[src/ils_pkg.sv]
// Package for the integer list sorter: constants and beat types.
`default_nettype none
package ils_pkg;
  localparam int unsigned MAX_ITEMS_DEF = 64;
  localparam int unsigned VAL_W = 32;
  localparam int unsigned Q_DEPTH = 4;

  typedef struct packed {
    logic signed [VAL_W-1:0] value;
    logic                    last_item;
  } in_beat_t;

  typedef struct packed {
    logic signed [VAL_W-1:0] sorted_value;
    logic                    last_out;
    logic                    overflow;
  } out_beat_t;

  // Queue entry between the front and the insertion chain.
  typedef struct packed {
    logic signed [VAL_W-1:0] value;
    logic                    keep;
    logic                    close;
    logic                    ovf;
  } q_ent_t;

  typedef enum logic [1:0] {
    ST_LOAD,
    ST_DRAIN
  } chain_st_t;
endpackage
`default_nettype wire

[src/ils_queue.sv]
// Short FIFO between the front end and the sorting chain.
`default_nettype none
module ils_queue import ils_pkg::*; #(
  parameter int unsigned DEPTH = Q_DEPTH
) (
  input  wire logic clk,
  input  wire logic rst_n,
  input  wire logic push,
  input  var  q_ent_t din,
  output logic      full,
  output logic      nempty,
  input  wire logic pop,
  output q_ent_t    dout
);
  localparam int unsigned AW = $clog2(DEPTH);
  q_ent_t         mem [DEPTH];
  logic [AW-1:0]  wp_r, rp_r;
  logic [AW:0]    n_r;

  assign full   = n_r == (AW+1)'(DEPTH);
  assign nempty = n_r != '0;
  assign dout   = mem[rp_r];

  always_ff @(posedge clk) begin
    if (push) mem[wp_r] <= din;
  end

  always_ff @(posedge clk) begin
    if (!rst_n) begin
      wp_r <= '0;
      rp_r <= '0;
      n_r  <= '0;
    end else begin
      if (push) wp_r <= (wp_r == AW'(DEPTH-1)) ? '0 : wp_r + 1'b1;
      if (pop)  rp_r <= (rp_r == AW'(DEPTH-1)) ? '0 : rp_r + 1'b1;
      n_r <= n_r + (AW+1)'(push) - (AW+1)'(pop);
    end
  end
endmodule
`default_nettype wire

[config.mk]
export PLATFORM = sky130hd
export DESIGN_NAME = ils_queue
export DESIGN_NICKNAME = d
export VERILOG_FILES = /design/src/ils_pkg.sv /design/src/ils_queue.sv
export SDC_FILE = /design/constraint.sdc
export NUM_CORES = 1
export LEC_CHECK = 0
export BUFFER_PORTS_ARGS = -buffer_cell sky130_fd_sc_hd__buf_2
export CORE_UTILIZATION = 45
export DETAILED_ROUTE_END_ITERATION = 10
export PLACE_DENSITY = 0.71
export SLEW_MARGIN = 20
export SYNTH_ARGS = -nofsm -noshare
export SYNTH_HDL_FRONTEND = slang
export SYNTH_SLANG_ARGS = --single-unit
[constraint.sdc]
create_clock -name clk -period 2.4 [get_ports clk]
set_input_delay 0.24 -clock clk [delete_from_list [all_inputs] [get_ports clk]]
set_output_delay 0.24 -clock clk [all_outputs]
set_load 0.02 [all_outputs]
### Word level (Yosys, flattened, before mapping)

Memories as Yosys holds them, arrays and structs flattened. A register that Yosys moved wholly into a read port is not among the register bits.
Cells that the tools add are included.

| word-level totals | value |
|---|---|
| bits in latches | 0 |
| bits of input ports | 39 |
| memories kept | 1 |
| register bits after elaboration | 7 |
| logic and storage cells | 18 |
| bits in writable memories | 140 |
| output and inout bits | 37 |
| ROM bits | 0 |

| cells by class | value |
|---|---|
| bitwise logic cells | 0 |
| equal/unequal tests | 3 |
| shift operators | 0 |
| reductions and logical operators | 1 |
| add/sub/neg operators | 4 |
| mux-type cells | 6 |
| order comparisons | 0 |
| multiply operators | 0 |
| divide/modulo/power cells | 0 |

Memories:

| name | words | bits a word | read ports | clocked after memory_dff | wr ports | line | text |
|---|---|---|---|---|---|---|---|
| mem | 4 | 35 | 1 | 1 | 1 | ils_queue.sv:16 | `q_ent_t mem [DEPTH];` |

Operator list:

| kind | count |
|---|---|
| 2-to-1 mux 2 bit | 4 |
| adder 2 x 1 -> 2 bit (second input constant) | 2 |
| == test 2 bit (second input constant) | 2 |
| adder 3 x 1 -> 3 bit | 1 |
| == test 3 bit (second input constant) | 1 |
| nonzero test 3 bit | 1 |
| subtractor 3 x 1 -> 3 bit | 1 |
| 2-to-1 mux 1 bit | 2 |

### Logic depth before layout (Yosys ltp)

| logic depth | value |
|---|---|
| word-level depth | 4 |
| mapped depth | 7 |
| gate-level depth less buffers | 7 |

### Worst setup path before layout

No wires, ideal clock.

| timing | value |
|---|---|
| kind | register to register |
| start | reg wp_r[0] |
| end | mem mem[2][0] (netlist name), enable pin |
| library setup time | 0.395 ns |
| stages on the path, launching flop included | 4 |
| arrival time | 1.395 ns |
| period minus slack after synthesis | 1.790 ns |
| required time | 2.005 ns |
| setup slack | 0.610 ns |
| path buffers | 0 |
| cells stage by stage | dfxtp_1 -> inv_1 -> ha_1 -> and2_1 |

RTL lines:

| what | line | text |
|---|---|---|
| start, declared | ils_queue.sv:17 | `logic [AW-1:0] wp_r, rp_r;` |
| start signal, assigned | ils_queue.sv:34 | `if (push) wp_r <= (wp_r == AW'(DEPTH-1)) ? '0 : wp_r + 1'b1;` |
| end, declared | ils_queue.sv:16 |  |

No word-level cell before the write port.

==> results.toml <==
[route]
drt-pass1-iter-count = 4
antenna_left = 0
drc_errors = 0
vias_per_cell = 5.215
drt_iter0_markers = 110
drt-wirelength-per-cell_um = 18.32
wirelength_um = 8794
num_vias = 2503

[timing]
report.final.setup_viol = 0
rsz0062_at_grt = "no"
tns_ns = 0
final-hold-violation-count = 0
tightest_slew_ns = 0.5584
fin_crit_sh_pct = 90.44
skew_ns = 0.007433
period_minus_slack_ns = 2.170
slew_viol_final = 0
fmax_mhz = 460.7
relSlewSlack_pct = 62.77

[synthesis]
synth-seq-cells = 149
ys_top_cells_by_count = "edfxtp_1, mux4_2, dfxtp_1"
synth_edf_count = 140
synth_area_mm2 = 0.005562
synth_area_leaders = "edfxtp_1, mux4_2, dfxtp_1, mux4_1, ha_1"
ys_warn_count = 0
synth_top_cell_area_share_pct = 75.59
avgSynthCellArea_um2 = 24.50
yosysSeqAreaShare_pct = 78.83
synth_nets = 274
yosysMostFrequentCell = "edfxtp_1"
synth_cell_types = 20
synth_top_cell_by_area = "edfxtp_1"
synth_cells = 227
async_reset_ff_share_pct = 0
ys.flop_type = "edfxtp_1"

[power]
p_switching_w = 0.001296
power.density_mw_per_mm2 = 899.0
p_clk_share_pct = 40.3
ir_drop_uv = 652.7
p_sw_share_pct = 21.48
internal_power_w = 0.004739
power_leakage_nw = 2.349
p_comb_share_pct = 9.7
seq_power_share_pct = 50.0
power_w = 0.006035

[setup_path]
setup.worst_path.start_class = "register"
critPathArrivalTime_ns = 1.93
slowest_delay_ns = 0.56
cp_top_family = "flip-flops"
cp_slowest_cell = "dfxtp_2"
path_buf_inv = 2
critPathCaptureType = "output port"
critPathKind = "register to output port"
required_ns = 2.16
cp_cell_sequence = "buf_12 -> mux4_2 -> buf_2"
crit_fanout = 17

[clocking]
ctsResizeCount = 0
ctsHtreeMaxLevel = 4
cts.sinks = 149
clk_latency_ns = 0.41
cts.clk_slew.worst_paths_ns = 0.06
clock_path_buffers = 2
postCtsSetupBuffers = 0
cts_tree = "done"
ctsRootBufferMaster = "clkbuf_16"
postCtsHoldBufs = 0
cts_buffers = 17

[placed_design]
io_buffers = 75
place.gp.congestion = 0.6926
dpl.hpwl_um = 5420

[global_route]
grt_overflow = 0
first_global_vias = 2659
met3_usage_pct = 5.892
grt_pass1_wl_um = 13780
grt_use_met2_pct = 25.77
grt-busiest-layer = "met2"
grt_max_degree = 36
grtUsageMet1_pct = 17.27
antenna_found_initial = 0
grt_usage_pct = 15.23

[layout]
areaGrowthSynthToFinish_pct = 20.70
fin_nets = 367
fillers = 900
drive_above_1_share_pct = 43.67

[floorplan]
start_util_pct = 46.30
rows = 40
die_area_mm2 = 0.01281
die_w_um = 113.2
ios = 76
core_mm2 = 0.01201
die_y_um = 113.2

[run]
cap_violations = 0

[run_status]
status = "finished, final reports clean"

[hold_path]
hold_class = "primary input to register"
-- layout make-up --
| type | count | area, um^2 | share of cell area (%) |
|---|---|---|---|
| Multi-Input combinational cell | 63 | 1065 | 15.86 |
| Sequential cell | 149 | 4387 | 65.35 |
| Tap cell | 147 | 183.9 | 2.740 |
| Antenna cell | 1 | 2.502 | 0.03728 |
| Timing Repair Buffer | 82 | 503.0 | 7.493 |
| Clock buffer | 19 | 432.9 | 6.449 |
| Inverter | 7 | 26.28 | 0.3914 |
| Clock inverter | 12 | 112.6 | 1.678 |
-- power groups by stage --
stage               logic (W)  registers (W)  clock network, W
floorplan            0.000407        0.00305                 0
global placement     0.000588        0.00306                 0
detailed placement   0.000597        0.00307                 0
CTS                  0.000599        0.00302           0.00249
global route         0.000632        0.00303           0.00259
finish               0.000585        0.00302           0.00243
-- per-layer routing --
layer	vias to the layer above	wire length (um)
met1	1291	3666
met4	0	126
li1	1137	-
met5	-	0
met3	9	461
met2	66	4539
-- sequential cells by signal, summed over array words and instances (netlist names), named ones only --
name and flops:
rp_r 2, n_r 3, mem 140, wp_r 2
-- final timing paths --
| path | slack, ns | cells past startpoint | from | to |
|---|---|---|---|---|
| worst min-delay path | 0.04 | 1 | din[26] | mem[3][26] |
| worst min register to register | 0.53 | 2 | rp_r[0] | register |
| worst max-delay path | 0.23 | 3 | register | dout[24] |
| worst max register to register | 0.65 | 7 | n_r[0] | n_r[2] |
-- logic make-up after synthesis --
family | share of synthesized area, %
flops | 78.83
simple gates | 1.643
xor+xnor | 0.4274
fa+ha+maj | 1.935
mux | 14.87
buf+inv | 2.115
compound gates | 0.1800
-- stage by stage --
step / worst slack, ns / std cells / area, um^2 / hold slack [ns] / util (%)
after floorplan: 0.6100 / 227 / 5562 / 0.3389 / -
final: 0.2295 / 480 / 6713 / 0.04142 / 55.89
after CTS: 0.1686 / 479 / 6710 / 0.02011 / 55.86
after global routing: 0.1320 / 479 / 6710 / 0.02310 / 55.86
after detailed placement: 0.6111 / 448 / 6165 / 0.4548 / 51.32
after global placement: 0.6310 / 448 / 6165 / 0.4497 / 51.32
-- cells in the final DEF, fill, tap and decap left out, drive strengths merged --
| cell | netlist | routed |
|---|---|---|
| mux4 | 35 | 35 |
| a21oi | 2 | 2 |
| or3b | 2 | 2 |
| and3 | 1 | 1 |
| xor3 | 1 | 1 |
| nor2 | 3 | 3 |
| fa | 1 | 1 |
| mux2i | 2 | 2 |
| buf | 7 | 82 |
| edfxtp | 140 | 140 |
| clkinv | 0 | 9 |
| diode | 0 | 1 |
| or3 | 1 | 1 |
| nand2b | 2 | 2 |
| inv | 7 | 8 |
| ha | 7 | 7 |
| and2 | 6 | 6 |
| bufinv | 0 | 2 |
| dfxtp | 9 | 9 |
| clkbuf | 1 | 19 |
No activity file was read; power rests on OpenSTA's default activity.
