[src/ils_pkg.sv]
// Package for the integer list sorter: constants and beat types.
`default_nettype none
package ils_pkg;
  localparam int unsigned MAX_ITEMS_DEF = 64;
  localparam int unsigned VAL_W = 32;
  localparam int unsigned Q_DEPTH = 4;

  typedef struct packed {
    logic signed [VAL_W-1:0] value;
    logic                    last_item;
  } in_beat_t;

  typedef struct packed {
    logic signed [VAL_W-1:0] sorted_value;
    logic                    last_out;
    logic                    overflow;
  } out_beat_t;

  // Queue entry between the front and the insertion chain.
  typedef struct packed {
    logic signed [VAL_W-1:0] value;
    logic                    keep;
    logic                    close;
    logic                    ovf;
  } q_ent_t;

  typedef enum logic [1:0] {
    ST_LOAD,
    ST_DRAIN
  } chain_st_t;
endpackage
`default_nettype wire

[src/ils_front.sv]
// Front end: counts list entries, flags drops, hands beats to the queue.
`default_nettype none
module ils_front import ils_pkg::*; #(
  parameter int unsigned MAX_ITEMS = MAX_ITEMS_DEF
) (
  input  wire logic     clk,
  input  wire logic     rst_n,
  input  wire logic     acc,
  input  var  in_beat_t beat,
  output q_ent_t        ent
);
  localparam int unsigned CW = $clog2(MAX_ITEMS + 1);
  logic [CW-1:0] cnt_r, cnt_nxt;
  logic          drop_r, drop_nxt;
  logic          room;

  assign room = cnt_r < CW'(MAX_ITEMS);

  always_comb begin
    cnt_nxt  = cnt_r;
    drop_nxt = drop_r;
    ent.value = beat.value;
    ent.keep  = room;
    ent.close = beat.last_item;
    ent.ovf   = drop_r | ~room;
    if (acc) begin
      if (room) cnt_nxt = cnt_r + 1'b1;
      else drop_nxt = 1'b1;
      if (beat.last_item) begin
        cnt_nxt  = '0;
        drop_nxt = 1'b0;
      end
    end
  end

  always_ff @(posedge clk) begin
    if (!rst_n) begin
      cnt_r  <= '0;
      drop_r <= 1'b0;
    end else begin
      cnt_r  <= cnt_nxt;
      drop_r <= drop_nxt;
    end
  end
endmodule
`default_nettype wire

[config.mk]
export PLATFORM = sky130hd
export DESIGN_NAME = ils_front
export DESIGN_NICKNAME = d
export VERILOG_FILES = /design/src/ils_pkg.sv /design/src/ils_front.sv
export SDC_FILE = /design/constraint.sdc
export NUM_CORES = 1
export LEC_CHECK = 0
export ABC_AREA = 1
export BUFFER_PORTS_ARGS = -buffer_cell sky130_fd_sc_hd__buf_2
export CORE_MARGIN = 2
export CORE_UTILIZATION = 26
export CTS_BUF_LIST = sky130_fd_sc_hd__clkbuf_16
export CTS_CLUSTER_DIAMETER = 50
export DETAILED_ROUTE_END_ITERATION = 8
export PLACE_DENSITY_LB_ADDON = 0.2
export SYNTH_ARGS = -nofsm -noshare
export SYNTH_HDL_FRONTEND = slang
export SYNTH_SLANG_ARGS = --single-unit
[constraint.sdc]
create_clock -name clk -period 1.8 [get_ports clk]
set_input_delay 0.18 -clock clk [delete_from_list [all_inputs] [get_ports clk]]
set_output_delay 0.18 -clock clk [all_outputs]
set_load 0.02 [all_outputs]
; ---- Word level (Yosys, flattened, before mapping)
; Index checks and enable logic that the tools add are counted.
[word_totals]
ff_bits = 8
latch_bits = 0
ramBits = 0
romBits = 0
inputBits = 36
out_inout_bits = 35
elab_cells = 14
mem_count = 0
[op_classes]
addsub = 1
n_mul = 0
div = 0
order_cmp = 1
n_eq_ne = 1
n_shift = 0
mux = 4
bitwise_logic = 2
n_reduce_logical = 3
[op_table]
columns = cell, count
row1 = $mux W7, 2
row2 = $add A7 B1 Y7 const B, 1
row3 = $lt A7 B7 Y1 const B, 1
row4 = $reduce_and A2 Y1, 2
row5 = $mux W1, 2
row6 = $ne A2 B2 Y1 const B, 1
row7 = $reduce_bool A2 Y1, 1
row8 = $not A1 Y1, 1
row9 = $or A1 B1 Y1, 1

; ---- Longest topological paths before layout
[depth]
depth_word = 3
mapped_depth = 8
ltp_nobuf = 8

; ---- Least setup slack after synthesis
; Ideal clock, no wire load.
[synth_path]
path_kind = flip-flop to flip-flop
start = register cnt_r[0]
end = register cnt_r[4]
setup_time_ps = 117
t_arrival_ps = 899
required_ps = 1683
path_slack_ps = 784
stages_incl_launch_ff = 7
n_path_buf = 0
synth_period_minus_slack_ps = 1016
path_cell_list = dfxtp_1 > ha_1 > nand2_1 > nor2_2 > nand2_2 > xor2_1 > nor2_1
[synth_via]
elab_chain_len = 3
word_cells_on_any_way = 6
cone_classes = 1 x add/sub / 1 x order compare / 2 x mux / 2 x reduce/logical
[synth_lines]
columns = item, line
row1 = from (decl), ils_front.sv:13  ; logic [CW-1:0] cnt_r, cnt_nxt;
row2 = from (signal assigned), ils_front.sv:41  ; cnt_r <= cnt_nxt;
row3 = $add A7 B1 Y7 or $lt A7 B7 Y1 (tied branches), "ils_front.sv:27, ils_front.sv:17"
row4 = $mux W7 or $reduce_bool A2 Y1 (tied branches), -
row5 = $mux W7 or $reduce_and A2 Y1 (tied branches), -
; Several ways; a longest one is shown, not always the timed one. The select of a mux whose other input is x is not followed.
; A chain may end at the register's enable or synchronous reset.

==> flow_metrics.env <==
export IMPL_grt_pass1_wl_um=1450
export IMPL_syn_avg_cell_area_sq_um=7.39
export IMPL_ys_seq_area_share_pct=25.2
export IMPL_worstSkewPairLatency_ns=0.23
export IMPL_grt_pass1_vias=350
export IMPL_dp_cells=86
export IMPL_synth_edf_count=0
export IMPL_cts_root_buf="clkbuf_16"
export IMPL_syn_cell_area_sq_um=636
export IMPL_grt_max_degree=8
export IMPL_synth_nets=123
export IMPL_synthCells=86
export IMPL_cts_resized=0
export IMPL_hp_start="rst_n"
export IMPL_cts_tree="done"
export IMPL_worst_clock_skew_ns=0.00161
export IMPL_p_int_mw=0.477
export IMPL_synth_top_cells_by_count="34 x buf_4, 12 x nand2_1, 8 x dfxtp_1, 5 x a21oi_1, 5 x inv_1"
export IMPL_async_flop_share_pct=0
export IMPL_min_period_ns=1.15
export IMPL_comb_power_share_pct=5.2
export IMPL_routed_via_count=368
export IMPL_r2r_start="cnt_r[0]$_SDFFE_PN0P_"
export IMPL_rsz0062_at_grt="false"
export IMPL_die_area_sq_um=2860
export IMPL_cap_violations=0
export IMPL_relSlewSlack_pct=87.4
export IMPL_dp_slack_ns=0.719
export IMPL_fin_util_pct=23.1
export IMPL_vias_per_cell=4.13
export IMPL_seqPwrFrac_pct=31.3
export IMPL_final_nets=100
export IMPL_numPortBuffers=6
export IMPL_min_to="cnt_r[1]$_SDFFE_PN0P_"
export IMPL_drcViolationCount=0
export IMPL_pwr_share_clk_pct=63.5
export IMPL_grt_ovfl_total=0
export IMPL_synth_top_area_cell="buf_4"
export IMPL_setup_viol=0
export IMPL_clkSlewWorstSetupHoldPaths_ns=0.04
export IMPL_synth_top_cell_area_share_pct=40.2
export IMPL_initialDrtViolationCount=3
export IMPL_end_kind="primary output"
export IMPL_cp_data_arrival_time_ns=0.97
export IMPL_cts_made_buffers=3
export IMPL_first_pass_iters=4
export IMPL_r2r_slack_ns=0.71
export IMPL_hpwl_um=693
export IMPL_cp_required_ns=1.62
export IMPL_slew_violations=0
export IMPL_cp_start_kind="flop"
export IMPL_post_cts_setup_buffer_count=0
export IMPL_hold_viol_final=0
export IMPL_synth_area_leaders="buf_4 40%, dfxtp_1 25%, nand2_1 7.1%, a21oi_1 3.9%, inv_1 3.0%"
export IMPL_std_cell_rows=17
export IMPL_worst_setup_path_type="flop to primary output"
export IMPL_crit_reg2reg_capture="cnt_r[4]$_SDFFE_PN0P_"
export IMPL_start_util_pct=28.2
export IMPL_ys_ff_latch=8
export IMPL_swShare_pct=18.3
export IMPL_grt_antenna_before_repair=0
export IMPL_coreArea_sq_um=2250
export IMPL_diodes=0
export IMPL_peakVddDrop_uv=334
export IMPL_dieWidth_um=53.4
export IMPL_fmax_mhz=870
export IMPL_p_leak_nw=0.225
export IMPL_die_h_um=53.4
export IMPL_worstHoldPathCells=3
export IMPL_yosysMostFrequentCell="buf_4"
export IMPL_cp_max_fo=3
export IMPL_reg2regPathDepth=6
export IMPL_synth_top_flop_cell="dfxtp_1"
export IMPL_p_sw_mw=0.107
export IMPL_ant_nets=0
export IMPL_final_cells=89
export IMPL_hold_path_class="input port to flop"
export IMPL_fin_tns_setup_ns=0
export IMPL_io_pin_count=71
export IMPL_drive_gt1_share_pct=31.1
export IMPL_p_per_area_nw_per_um2=1120
export IMPL_wl_per_cell_um=10.3
export IMPL_fin_ws_ns=0.651
export IMPL_cts_htree_levels=1
export IMPL_layout_worst_path_cycle_share_pct=63.9
export IMPL_yosysWarningCount=0
export IMPL_cts_hold_buffers_added=0
export IMPL_gp_congestion=0.694
export IMPL_wl_um=914
export IMPL_ys_types=18
export IMPL_worstMarginPinSlew_ns=0.188
export IMPL_grt_total_usage_pct=7.73
export IMPL_cts_sinks=8
export IMPL_area_delta_synth_final_pct=-18.1
export IMPL_cts_max_path_buffers=2
export IMPL_status="finished, final reports clean"
==> kinds of logic (layout without fill, tap and decap cells) <==
group                      count (synthesis)  after routing  share of synthesized area, %
and+or+nand+nor                           26             26                          20.1
AOI/OAI and AO/OA                          8              8                          6.50
xor gates and xnor gates                   1              1                          1.38
buffers and inverters                     42             17                          44.9
adders and majority gates                  1              1                          1.97
DFF                                        8              8                          25.2
==> registers in the layout (all words and copies together), names as in the netlist <==
signal  count
cnt_r       7
drop_r      1
==> layer usage <==
metal	GRT usage [%]	share of wire (%)
met5	0	0
met4	9.40	5.6
met3	6.21	18
met2	9.47	37
met1	7.11	40
==> power by group through the flow <==
stage,sequential (mW),clock (mW),combinational (mW)
5_1_grt,0.183,0.389,0.0350
3_5_place_dp,0.185,0,0.0308
2_1_floorplan,0.185,0,0.126
3_3_place_gp,0.185,0,0.0313
4_1_cts,0.183,0.380,0.0312
6_report,0.183,0.371,0.0306
==> per-stage QoR <==
stage / hold slack [ns] / area [sq um] / power, mW
final: 0.227 / 520 / 0.584
after floorplan: 0.312 / 636 / 0.310
after CTS: 0.229 / 520 / 0.594
after global placement: 0.360 / 445 / 0.216
after global routing: 0.253 / 520 / 0.607
after detailed placement: 0.360 / 445 / 0.216
==> cell usage in the layout, fill, tap and decap left out <==
cell / instances
dfxtp_1: 8
nand2_1: 12
o22ai_1: 1
nand2_4: 1
nand3b_1: 1
a21oi_1: 5
or2_2: 1
nor2_1: 4
nor2_2: 2
o21ai_1: 2
clkbuf_16: 3
inv_1: 5
nand3_1: 1
nand2_2: 3
nand4_1: 1
xor2_1: 1
inv_2: 3
buf_2: 6
ha_1: 1
==> how the worst max path moves through the flow <==
stage | startpoint | end | slack, ns | cells past startpoint
final | cnt_r[6]$_SDFFE_PN0P_ | ent[0] | 0.65 | 2
after global routing | cnt_r[0]$_SDFFE_PN0P_ | cnt_r[4]$_SDFFE_PN0P_ | 0.62 | 6
after CTS | cnt_r[6]$_SDFFE_PN0P_ | ent[0] | 0.65 | 2
after detailed placement | cnt_r[0]$_SDFFE_PN0P_ | cnt_r[4]$_SDFFE_PN0P_ | 0.72 | 6
after global placement | cnt_r[0]$_SDFFE_PN0P_ | cnt_r[4]$_SDFFE_PN0P_ | 0.73 | 6
after floorplan | cnt_r[0]$_SDFFE_PN0P_ | cnt_r[4]$_SDFFE_PN0P_ | 0.78 | 6
==> cell type report <==
class | count | area (sq um)
flip-flops and latches | 8 | 160
well taps | 28 | 35.0
repair buffers | 6 | 30.0
inverters | 8 | 30.0
clock buffers | 3 | 75.1
fillers | 255 | 1730
multi-input cells | 36 | 190
==> critical path, stage by stage, from the launching register on <==
cell and delay [ns]:
dfxtp_1 0.32, or2_2 0.26, buf_2 0.16
Power figures use the tool's default switching activity.
